==> config.mk <==
export PLATFORM = sky130hd
export DESIGN_NAME = caliper_frame_decoder_top
export DESIGN_NICKNAME = d
export VERILOG_FILES = /design/src/design/cfd_pkg.sv /design/src/design/caliper_frame_decoder_top.sv /design/src/design/cfd_front.sv /design/src/design/cfd_queue.sv /design/src/design/cfd_back.sv
export SDC_FILE = /design/constraint.sdc
export NUM_CORES = 1
export LEC_CHECK = 0
export ABC_AREA = 1
export BUFFER_PORTS_ARGS = -buffer_cell sky130_fd_sc_hd__buf_2
export CORE_AREA = 5 5 148 150
export DETAILED_ROUTE_END_ITERATION = 16
export DIE_AREA = 0 0 153 155
export GPL_TIMING_DRIVEN = 0
export SETUP_SLACK_MARGIN = 0.15
export SKIP_CTS_REPAIR_TIMING = 1
export SLEW_MARGIN = 25
export SYNTH_ARGS = -nofsm -noshare
export SYNTH_HDL_FRONTEND = slang
export SYNTH_HIERARCHICAL = 1
export SYNTH_SLANG_ARGS = --single-unit
==> constraint.sdc <==
create_clock -name clk -period 5.4 [get_ports clk]
set_input_delay 0.54 -clock clk [delete_from_list [all_inputs] [get_ports clk]]
set_output_delay 0.54 -clock clk [all_outputs]
set_load 0.02 [all_outputs]
==> src/design/cfd_pkg.sv <==
// Shared types and constants for the caliper frame decoder.
`default_nettype none

package cfd_pkg;

	// Frame format
	localparam int unsigned FRAME_LEN  = 24;
	localparam int unsigned COUNT_SAT  = 25;
	localparam int unsigned MAG_W      = 20;
	localparam int unsigned READING_W  = MAG_W + 1;
	localparam int unsigned COUNT_W    = 5;
	localparam int unsigned GAP_W      = 16;

	// Defaults
	localparam int unsigned TIME_WIDTH_DEF = 16;
	localparam logic [GAP_W-1:0] GAP_RESET = 16'h1600;

	// Depth of the queue between front and back
	localparam int unsigned QUEUE_DEPTH = 2;

	typedef logic [COUNT_W-1:0] count_t;

	// One finished frame, reduced to the fields the back end needs
	typedef struct packed {
		logic             unit_inch;
		logic             sign;
		logic [MAG_W-1:0] mag;
	} frame_t;

	// Queue occupancy seen by front and back
	typedef struct packed {
		logic full;
		logic not_empty;
	} q_status_t;

endpackage

`default_nettype wire

==> src/design/caliper_frame_decoder_top.sv <==
// Top level of the caliper frame decoder.
//
//  channel  direction  handshake           payload
//  in       input      in_valid/in_stall    capture_time, data_level
//  out      output     out_valid/out_stall  reading, unit_inch
//  cfg      input      cfg_write            cfg_data (gap threshold)
//
// One edge is accepted per cycle while in_stall is low; the front end updates the frame state in
// that cycle. A finished frame is written into a two-entry queue and from there into the output
// register, which presents it with out_valid.
// Reset clears frame state, queue and output valid; the threshold returns to 0x1600.
// in_stall rises only when the queue is full; out_stall holds the output register.
`default_nettype none

module caliper_frame_decoder_top #(
	parameter int unsigned TIME_WIDTH = cfd_pkg::TIME_WIDTH_DEF
) (
	input  wire logic                                  clk,
	input  wire logic                                  arst_n,
	input  wire logic                                  cfg_write,
	input  wire logic [cfd_pkg::GAP_W-1:0]             cfg_data,
	input  wire logic                                  in_valid,
	output logic                                       in_stall,
	input  wire logic [TIME_WIDTH-1:0]                 capture_time,
	input  wire logic                                  data_level,
	output logic                                       out_valid,
	input  wire logic                                  out_stall,
	output logic signed [cfd_pkg::READING_W-1:0]       reading,
	output logic                                       unit_inch
);
	import cfd_pkg::*;

	q_status_t q_status;
	logic      push;
	frame_t    push_frame;
	logic      pop;
	frame_t    pop_frame;

	cfd_front #(
		.TIME_WIDTH(TIME_WIDTH)
	) u_front (
		.clk          (clk),
		.arst_n       (arst_n),
		.cfg_write    (cfg_write),
		.cfg_data     (cfg_data),
		.in_valid     (in_valid),
		.in_stall     (in_stall),
		.capture_time (capture_time),
		.data_level   (data_level),
		.q_status     (q_status),
		.push         (push),
		.push_frame   (push_frame)
	);

	cfd_queue u_queue (
		.clk        (clk),
		.arst_n     (arst_n),
		.push       (push),
		.push_frame (push_frame),
		.pop        (pop),
		.pop_frame  (pop_frame),
		.status     (q_status)
	);

	cfd_back u_back (
		.clk       (clk),
		.arst_n    (arst_n),
		.q_status  (q_status),
		.pop_frame (pop_frame),
		.pop       (pop),
		.out_valid (out_valid),
		.out_stall (out_stall),
		.reading   (reading),
		.unit_inch (unit_inch)
	);

endmodule

`default_nettype wire

==> src/design/cfd_front.sv <==
// Front end: edge interval, frame sync, bit shift register and frame detect.
`default_nettype none

module cfd_front #(
	parameter int unsigned TIME_WIDTH = cfd_pkg::TIME_WIDTH_DEF
) (
	input  wire logic                     clk,
	input  wire logic                     arst_n,
	input  wire logic                     cfg_write,
	input  wire logic [cfd_pkg::GAP_W-1:0] cfg_data,
	input  wire logic                     in_valid,
	output logic                          in_stall,
	input  wire logic [TIME_WIDTH-1:0]    capture_time,
	input  wire logic                     data_level,
	input  wire cfd_pkg::q_status_t       q_status,
	output logic                          push,
	output cfd_pkg::frame_t               push_frame
);
	import cfd_pkg::*;

	localparam int unsigned CMP_W = (TIME_WIDTH > GAP_W) ? TIME_WIDTH : GAP_W;

	logic [GAP_W-1:0]      gap_q;
	logic [TIME_WIDTH-1:0] last_time_q;
	logic [FRAME_LEN-1:0]  frame_q;
	count_t                count_q;

	logic                  accept;
	logic [TIME_WIDTH-1:0] interval;
	logic                  new_frame;
	logic                  bit_in;
	logic [FRAME_LEN-1:0]  shifted;
	count_t                count_next;

	// Stall whenever the queue cannot take another frame
	assign in_stall = q_status.full;
	assign accept   = in_valid && !in_stall;

	// Classify the edge: gap starts a new frame, else shift in
	assign interval  = capture_time - last_time_q;
	assign new_frame = CMP_W'(interval) >= CMP_W'(gap_q);
	assign bit_in    = ~data_level;
	assign shifted   = {bit_in, frame_q[FRAME_LEN-1:1]};

	always_comb begin
		priority if (new_frame) begin
			count_next = count_t'(1);
		end else if (count_q < count_t'(COUNT_SAT)) begin
			count_next = count_q + count_t'(1);
		end else begin
			count_next = count_q;
		end
	end

	// Emit on the last bit of a frame
	assign push                 = accept && !new_frame && (count_next == count_t'(FRAME_LEN));
	assign push_frame.unit_inch = shifted[FRAME_LEN-1];
	assign push_frame.sign      = shifted[MAG_W];
	assign push_frame.mag       = shifted[MAG_W-1:0];

	// Hold the gap threshold
	always_ff @(posedge clk or negedge arst_n) begin
		if (!arst_n) begin
			gap_q <= GAP_RESET;
		end else if (cfg_write) begin
			gap_q <= cfg_data;
		end
	end

	// Advance the frame state on each accepted edge
	always_ff @(posedge clk or negedge arst_n) begin
		if (!arst_n) begin
			last_time_q <= '0;
			frame_q     <= '0;
			count_q     <= '0;
		end else if (accept) begin
			last_time_q <= capture_time;
			count_q     <= count_next;
			if (new_frame) begin
				frame_q <= {bit_in, {(FRAME_LEN-1){1'b0}}};
			end else begin
				frame_q <= shifted;
			end
		end
	end

endmodule

`default_nettype wire

==> src/design/cfd_queue.sv <==
// Short frame queue between front and back ends.
`default_nettype none

module cfd_queue (
	input  wire logic               clk,
	input  wire logic               arst_n,
	input  wire logic               push,
	input  wire cfd_pkg::frame_t    push_frame,
	input  wire logic               pop,
	output cfd_pkg::frame_t         pop_frame,
	output cfd_pkg::q_status_t      status
);
	import cfd_pkg::*;

	localparam int unsigned PTR_W = (QUEUE_DEPTH > 1) ? $clog2(QUEUE_DEPTH) : 1;
	localparam int unsigned CNT_W = $clog2(QUEUE_DEPTH + 1);

	frame_t             entries_q [QUEUE_DEPTH];
	logic [PTR_W-1:0]   wr_ptr_q;
	logic [PTR_W-1:0]   rd_ptr_q;
	logic [CNT_W-1:0]   count_q;
	logic               do_push;
	logic               do_pop;

	assign status.full      = (count_q == CNT_W'(QUEUE_DEPTH));
	assign status.not_empty = (count_q != '0);
	assign do_push          = push && !status.full;
	assign do_pop           = pop && status.not_empty;
	assign pop_frame        = entries_q[rd_ptr_q];

	// Write the incoming frame
	always_ff @(posedge clk) begin
		if (do_push) begin
			entries_q[wr_ptr_q] <= push_frame;
		end
	end

	// Advance pointers and occupancy
	always_ff @(posedge clk or negedge arst_n) begin
		if (!arst_n) begin
			wr_ptr_q <= '0;
			rd_ptr_q <= '0;
			count_q  <= '0;
		end else begin
			if (do_push) begin
				wr_ptr_q <= (wr_ptr_q == PTR_W'(QUEUE_DEPTH - 1)) ? '0 : wr_ptr_q + PTR_W'(1);
			end
			if (do_pop) begin
				rd_ptr_q <= (rd_ptr_q == PTR_W'(QUEUE_DEPTH - 1)) ? '0 : rd_ptr_q + PTR_W'(1);
			end
			unique case ({do_push, do_pop})
				2'b10:   count_q <= count_q + CNT_W'(1);
				2'b01:   count_q <= count_q - CNT_W'(1);
				default: count_q <= count_q;
			endcase
		end
	end

endmodule

`default_nettype wire

==> src/design/cfd_back.sv <==
// Back end: sign the magnitude and hold the result in the output register.
`default_nettype none

module cfd_back (
	input  wire logic                               clk,
	input  wire logic                               arst_n,
	input  wire cfd_pkg::q_status_t                 q_status,
	input  wire cfd_pkg::frame_t                    pop_frame,
	output logic                                    pop,
	output logic                                    out_valid,
	input  wire logic                               out_stall,
	output logic signed [cfd_pkg::READING_W-1:0]   reading,
	output logic                                    unit_inch
);
	import cfd_pkg::*;

	logic [READING_W-1:0] mag_ext;
	logic [READING_W-1:0] value;
	logic                 valid_q;
	logic [READING_W-1:0] reading_q;
	logic                 unit_q;

	// Negate when the sign bit is set; a zero magnitude stays zero
	assign mag_ext = {1'b0, pop_frame.mag};
	assign value   = pop_frame.sign ? (~mag_ext + READING_W'(1)) : mag_ext;

	// Take a frame when the output register is free or draining
	assign pop = q_status.not_empty && (!valid_q || !out_stall);

	always_ff @(posedge clk or negedge arst_n) begin
		if (!arst_n) begin
			valid_q <= 1'b0;
		end else if (!valid_q || !out_stall) begin
			valid_q <= q_status.not_empty;
		end
	end

	always_ff @(posedge clk) begin
		if (pop) begin
			reading_q <= value;
			unit_q    <= pop_frame.unit_inch;
		end
	end

	assign out_valid = valid_q;
	assign reading   = $signed(reading_q);
	assign unit_inch = unit_q;

endmodule

`default_nettype wire
==> results of run 1 <==
-- state kept, by name, indices dropped and copies added, names as in the netlist --
name,count
u_queue/rd_ptr_q,1
u_back/unit_inch,1
u_back/reading,21
u_front/count_q,5
u_back/out_valid,1
u_queue/entries_q,44
u_queue/count_q,2
u_front/gap_q,16
u_front/last_time_q,16
u_queue/wr_ptr_q,1
u_front/frame_q,23
-- power groups by stage --
stage | Sequential (W) | Combinational, W | Clock, W
floorplan | 0.00144 | 0.000938 | 0
global placement | 0.00134 | 0.00136 | 0
detailed placement | 0.00134 | 0.00138 | 0
CTS | 0.00132 | 0.00139 | 0.00119
global route | 0.00134 | 0.00155 | 0.00124
finish | 0.00132 | 0.00137 | 0.00115
-- metrics by stage --
stage                     std cells  worst slack [ns]    util  instance area, µm²
final                          1133             1.458  0.4053                8332
after global routing           1133             1.169  0.4053                8332
after CTS                      1133             1.407  0.4053                8332
after detailed placement       1101             1.123  0.3764                7737
after global placement         1100            0.3010  0.3740                7689
after floorplan                 764             1.234       -                7039
-- synthesized netlist by cell type (4+ instances only) --
| master | instances |
|---|---|
| clkbuf_8 | 5 |
| o21ai_1 | 4 |
| xor2_1 | 16 |
| nand4_1 | 11 |
| xnor2_1 | 7 |
| o21ai_2 | 21 |
| buf_4 | 26 |
| a21oi_1 | 22 |
| nand2_1 | 253 |
| nor2_1 | 35 |
| o21ai_0 | 53 |
| dfrtp_1 | 62 |
| inv_1 | 76 |
| clkbuf_1 | 5 |
| ha_1 | 34 |
| edfxtp_1 | 66 |
| nor2_4 | 4 |
| nand3_1 | 27 |
-- per-layer routing --
| layer | vias up | global-route usage |
|---|---|---|
| li1 | 2636 | - |
| met1 | 2309 | 0.1492 |
| met2 | 99 | 0.2072 |
| met3 | 8 | 0.03477 |
| met4 | 2 | 0.03182 |
| met5 | - | 0 |
-- kinds of logic after synthesis --
logic type / Yosys count
buffers and inverters: 121
AND/OR/NAND/NOR: 342
adder cells (fa/ha/maj): 35
multiplexers: 1
AO/OA/AOI/OAI: 111
flip-flops: 131
XOR/XNOR: 23
-- final timing paths --
path,cells after the start,slack (ns),to
min,1,0.01,u_front/last_time_q[14]
max in group asynchronous,2,4.86,u_front/frame_q[14]
max reg2reg,14,1.46,u_queue/entries_q[0][15]
min in group clk,3,0.33,u_front/gap_q[1]
min reg2reg,2,0.48,u_queue/wr_ptr_q
max,14,1.46,u_queue/entries_q[0][15]
-- final cells by class --
cell class | count | share of cell area
Clock inverter | 14 | 0.01982
Inverter | 79 | 0.03559
Clock buffer | 18 | 0.05151
Sequential cell | 131 | 0.4335
Timing Repair Buffer | 62 | 0.04025
Multi-Input combinational cell | 512 | 0.3346
Buffer | 42 | 0.04340
Tap cell | 275 | 0.04130
==> impl_metrics.csv, run 1 <==
group,metric,value,unit
status,outcome,"complete, no violations",
power_and_ir_drop,p_switching,0.001403,W
synth,synthesis.area,7039,µm²
synth,synth_nets,837,
cells_and_area,ff_latch_area,3612,µm²
synth,yosys_warnings,6,
route,drtIter0Drc,206,
synth,yosysSeqAreaShare,0.5132,
cts,cts_max_level,4,
route,met1_length,6266,µm
placement,io_buffer_count,61,
route,wl,13500,µm
synth,synthXorXnorAreaFrac,0.02862,
critical_path,crit_start,"u_front/last_time_q[0]",
sta,final_max_slew_viol_count,0,
route,wire_per_inst,11.92,µm
route,drc,0,
synth,synthCells,764,
cells_and_area,layout-drive-gt1-share,0.2028,
sta,hold-worst-slack,0.01389,ns
floorplan,die_w,153,µm
floorplan,die-height,155,µm
sta,finalHoldViolations,0,
cells_and_area,area_growth,18.36,%
floorplan,row_count,53,
critical_path,cp_slowest_stage_delay,0.64,ns
critical_path,start_kind,"register",
sta,post-route-period-util,0.7301,
sta,maxSlewHeadroom,0.4276,
critical_path,cp.arrival,3.98,ns
synth,synth_edf_count,66,
floorplan,start_util,0.3424,
power_and_ir_drop,pwr-share-seq,0.343,
route,dr.pass1.iters,4,
synth,synth_top_family_by_area,"simple AND/OR/NAND/NOR gates",
cells_and_area,fillers,2044,
global_routing,antenna_found_initial,1,
cts,clock-sinks,131,
critical_path,cpLargestDelayFamily,"adder cells",
synth,synth.distinct_cells,40,
critical_path,slowest_stage,"inv_1",
global_routing,grtUsageTotal,0.1204,
cts,clk_pin_slew_worst_paths,0.06,ns
power_and_ir_drop,power.density,460.7,nW/µm²
synth,synth_compound_area_frac,0.09563,
cells_and_area,final_nets,918,
route,highest_layer,"met5",
flow_run,cap_violations,0,
synth,syn_area_per_cell,9.214,µm²
cells_and_area,antenna_cells,0,
synth,synth_area_leaders,"edfxtp_1 (28%), dfrtp_1 (22%), nand2_1 (13%), ha_1 (6.0%), inv_1 (4.1%)",
synth,synth_top_area_frac,0.2815,
synth,ys_async_sr_fraction,0.4962,
cts,cts_root_buf,"clkbuf_16",
synth,synth_ff_type,"edfxtp_1",
global_routing,grt_max_degree,46,
sta,tightest_slew,0.8577,ns
synth,synthMuxAreaShare,0.001600,
power_and_ir_drop,leakage,3.976,nW
critical_path,cp.buffers_inverters,1,
power_and_ir_drop,p_comb_frac,0.357,
cells_and_area,final_common_cell,"nand2_1",
critical_path,required,5.43,ns
cells_and_area,mostFrequentLayoutCells,"nand2_1 (253), inv_1 (76), edfxtp_1 (66), dfrtp_1 (62), buf_2 (61)",
power_and_ir_drop,p_total,0.003838,W
sta,setup_viol_count_final,0,
floorplan,core,20560,µm²
sta,finalSetupTns,0,ns
global_routing,grt_pass1_vias,4909,
route,dr_wl_met2,6548,µm
route,via_per_inst,4.461,
synth,synth-simple-area-share,0.2042,
sta,fmax,253.7,MHz
cells_and_area,multiInputGateArea,2788,µm²
critical_path,crit_chain,"ha_1 -> fa_1 -> o21ai_1 -> nand4_1 -> nand3_1 -> xor2_1 -> ha_1 -> nand2_1 -> nor2_1 -> a21oi_4 -> nand4_1 -> nor2_1 -> nand3_1 -> inv_1",
cts,cts_tree,"done",
placement,gp_congestion,0.8450,
cts,insertion_delay,0.41,ns
route,via_count,5054,
sta,skew,0.01186,ns
synth,synth.largest_area_cell,"edfxtp_1",
critical_path,cp-end-kind,"register",
critical_path,critPathKind,"register to register",
power_and_ir_drop,clockPowerShare,0.301,
power_and_ir_drop,ir_drop,0.2464,mV
sta,fin_crit,3.942,ns
route,wl_met3,584,µm
cts,clock_path_buffers,2,
power_and_ir_drop,p_int,0.002436,W
synth,synth-adder-area-share,0.06328,
critical_path,timing.rr.start,"u_front/last_time_q[0]",
critical_path,path_max_fanout,22,
sta,rsz0062_at_grt,"no",
global_routing,overflow,0,
route,postRouteAntennaNets,0,
floorplan,pin_count,62,
power_and_ir_drop,switching_share,0.3654,
hold_path,hold_path_class,"input port to asynchronous set/reset pin",
synth,ys_seq_elements,131,
placement,dp_hpwl,10290,µm
cts,cts_buffers,17,
global_routing,grt_pass1_wl,23370,µm
floorplan,dieArea,23720,µm²
Power figures use the tool's default switching activity.
==> run 2: changes to the inputs <==
- clock period: 5.4 -> 4.05 ns (I/O delays scaled with it)
==> run 2 against run 1 <==
Register-to-register slack worse by 1.1 ns. Worst setup slack got worse by 1.1 ns. Clock-buffer cell count is the same. Flip-flop and latch count is the same. Utilization grew 0.26 points. Via count increased by 0.36%. Critical endpoint is now u_queue/entries_q[0][2]. Cell count up 0.35%. Sequential share of layout area is 0.27 points lower. Clock skew decreased by 0.00093 ns.
==> impl_metrics.csv, run 2 (same netlist as run 1, synthesis figures left out) <==
group,metric,value,unit
floorplan,start_util,0.3424,
placement,dp_hpwl,10260,µm
cts,clock-sinks,131,
power_and_ir_drop,leakage,3.974,nW
cts,clock_path_buffers,2,
floorplan,die-height,155,µm
route,postRouteAntennaNets,0,
floorplan,core,20560,µm²
global_routing,grt_pass1_wl,22940,µm
route,via_per_inst,4.461,
cts,cts_buffers,17,
sta,fmax,273.8,MHz
global_routing,antenna_found_initial,1,
flow_run,cap_violations,0,
route,wire_per_inst,12.16,µm
sta,finalHoldViolations,0,
critical_path,cp-end-kind,"register",
route,dr.pass1.iters,4,
sta,fin_crit,3.652,ns
cells_and_area,final_common_cell,"nand2_1",
global_routing,met1_usage,0.1452,
critical_path,critPathKind,"register to register",
cts,clk_pin_slew_worst_paths,0.06,ns
global_routing,grt_max_degree,46,
status,outcome,"complete, no violations",
power_and_ir_drop,ir_drop,0.4669,mV
cts,insertion_delay,0.41,ns
sta,setup_viol_count_final,0,
critical_path,cp.arrival,3.74,ns
floorplan,die_w,153,µm
placement,preCtsSetupSlack,-0.1048,ns
route,via_count,5072,
cts,cts_tree,"done",
sta,rsz0062_at_grt,"yes",
global_routing,grtUsageMet3,0.03338,
sta,finalSetupTns,0,ns
critical_path,path_max_fanout,11,
sta,skew,0.01093,ns
sta,final_max_slew_viol_count,0,
global_routing,grt_pass1_vias,4861,
critical_path,required,4.14,ns
power_and_ir_drop,power.density,612.4,nW/µm²
cells_and_area,stdcell_count,1137,
floorplan,row_count,53,
cells_and_area,antenna_cells,0,
route,drtIter0Drc,179,
placement,dp.cells,1101,
sta,tightest_slew,0.6976,ns
floorplan,pin_count,62,
global_routing,overflow,0,
cells_and_area,mostFrequentLayoutCells,"nand2_1 (253), inv_1 (75), edfxtp_1 (66), dfrtp_1 (62), buf_2 (61)",
sta,finalWorstSetupSlack,0.3983,ns
global_routing,grtUsageTotal,0.1176,
floorplan,dieArea,23720,µm²
route,wl,13830,µm
cells_and_area,final_nets,922,
placement,io_buffer_count,61,
sta,maxSlewHeadroom,0.5339,
cells_and_area,regMostFlops,"u_queue/entries_q",
hold_path,hold_path_class,"input port to register",
sta,hold-worst-slack,0.1849,ns
cts,cts_max_level,4,
global_routing,top_usage_layer,"met2",
critical_path,start_kind,"register",
cells_and_area,area_growth,19.11,%
placement,gp_congestion,0.8629,
cells_and_area,layout-drive-gt1-share,0.2111,
cells_and_area,final_core_utilization,0.4079,
sta,post-route-period-util,0.9017,
global_routing,use_met2,0.2025,
cells_and_area,largest_reg_flops,44,
route,drc,0,
cts,cts_root_buf,"clkbuf_16",
-- run 2: per-layer routing --
layer	up-vias	routed length, µm
met5	-	11
li1	2656	-
met4	2	130
met3	11	549
met1	2315	6427
met2	88	6711
-- run 2: area by class of cell --
class	instances	area, µm²
Buffer	42	361.6
Clock buffer	18	429.2
Clock inverter	14	163.9
Fill cell	2049	12170
Inverter	79	300.3
Multi-Input combinational cell	513	2813
Sequential cell	131	3612
Tap cell	275	344.1
Timing Repair Buffer	64	352.8
Timing Repair inverter	1	7.507
-- run 2: worst paths after layout --
check / depth (start not counted) / slack, ns / end / startpoint
worst max register to register: 15 / 0.40 / u_queue/entries_q[0][2] / u_front/last_time_q[0]
min in group asynchronous: 2 / 0.42 / u_front/last_time_q[11] / arst_n
worst max-delay path: 15 / 0.40 / u_queue/entries_q[0][2] / u_front/last_time_q[0]
max in group asynchronous: 3 / 3.10 / u_front/frame_q[21] / arst_n
worst min-delay path: 2 / 0.18 / u_front/frame_q[23] / data_level
worst min register to register: 2 / 0.47 / u_queue/count_q[1] / u_queue/count_q[1]
-- run 2: critical path, stage by stage, from the launching register on --
cell        delay, ns
dfrtp_1          0.39
ha_1             0.23
fa_1             0.45
nand3b_1         0.19
nand3_1          0.14
nand2_1          0.10
nand3_1          0.10
nand2_1          0.07
ha_1             0.28
nand2_2          0.08
nor4_4           0.33
nand2_4          0.13
nand4_1          0.13
nor2_2           0.07
nand3_1          0.28
clkinvlp_4       0.35
-- run 2: power breakdown --
part           switching (W)  internal (W)
registers          0.0000919       0.00166
logic                0.00118      0.000667
clock network       0.000609      0.000926
total                0.00188       0.00326
-- run 2: per-stage QoR --
stage,cell area [µm²],total power [W]
2_1_floorplan,7042,0.003168
3_3_place_gp,7691,0.003594
3_5_place_dp,7737,0.003623
4_1_cts,8330,0.005180
5_1_grt,8384,0.005504
6_report,8384,0.005134
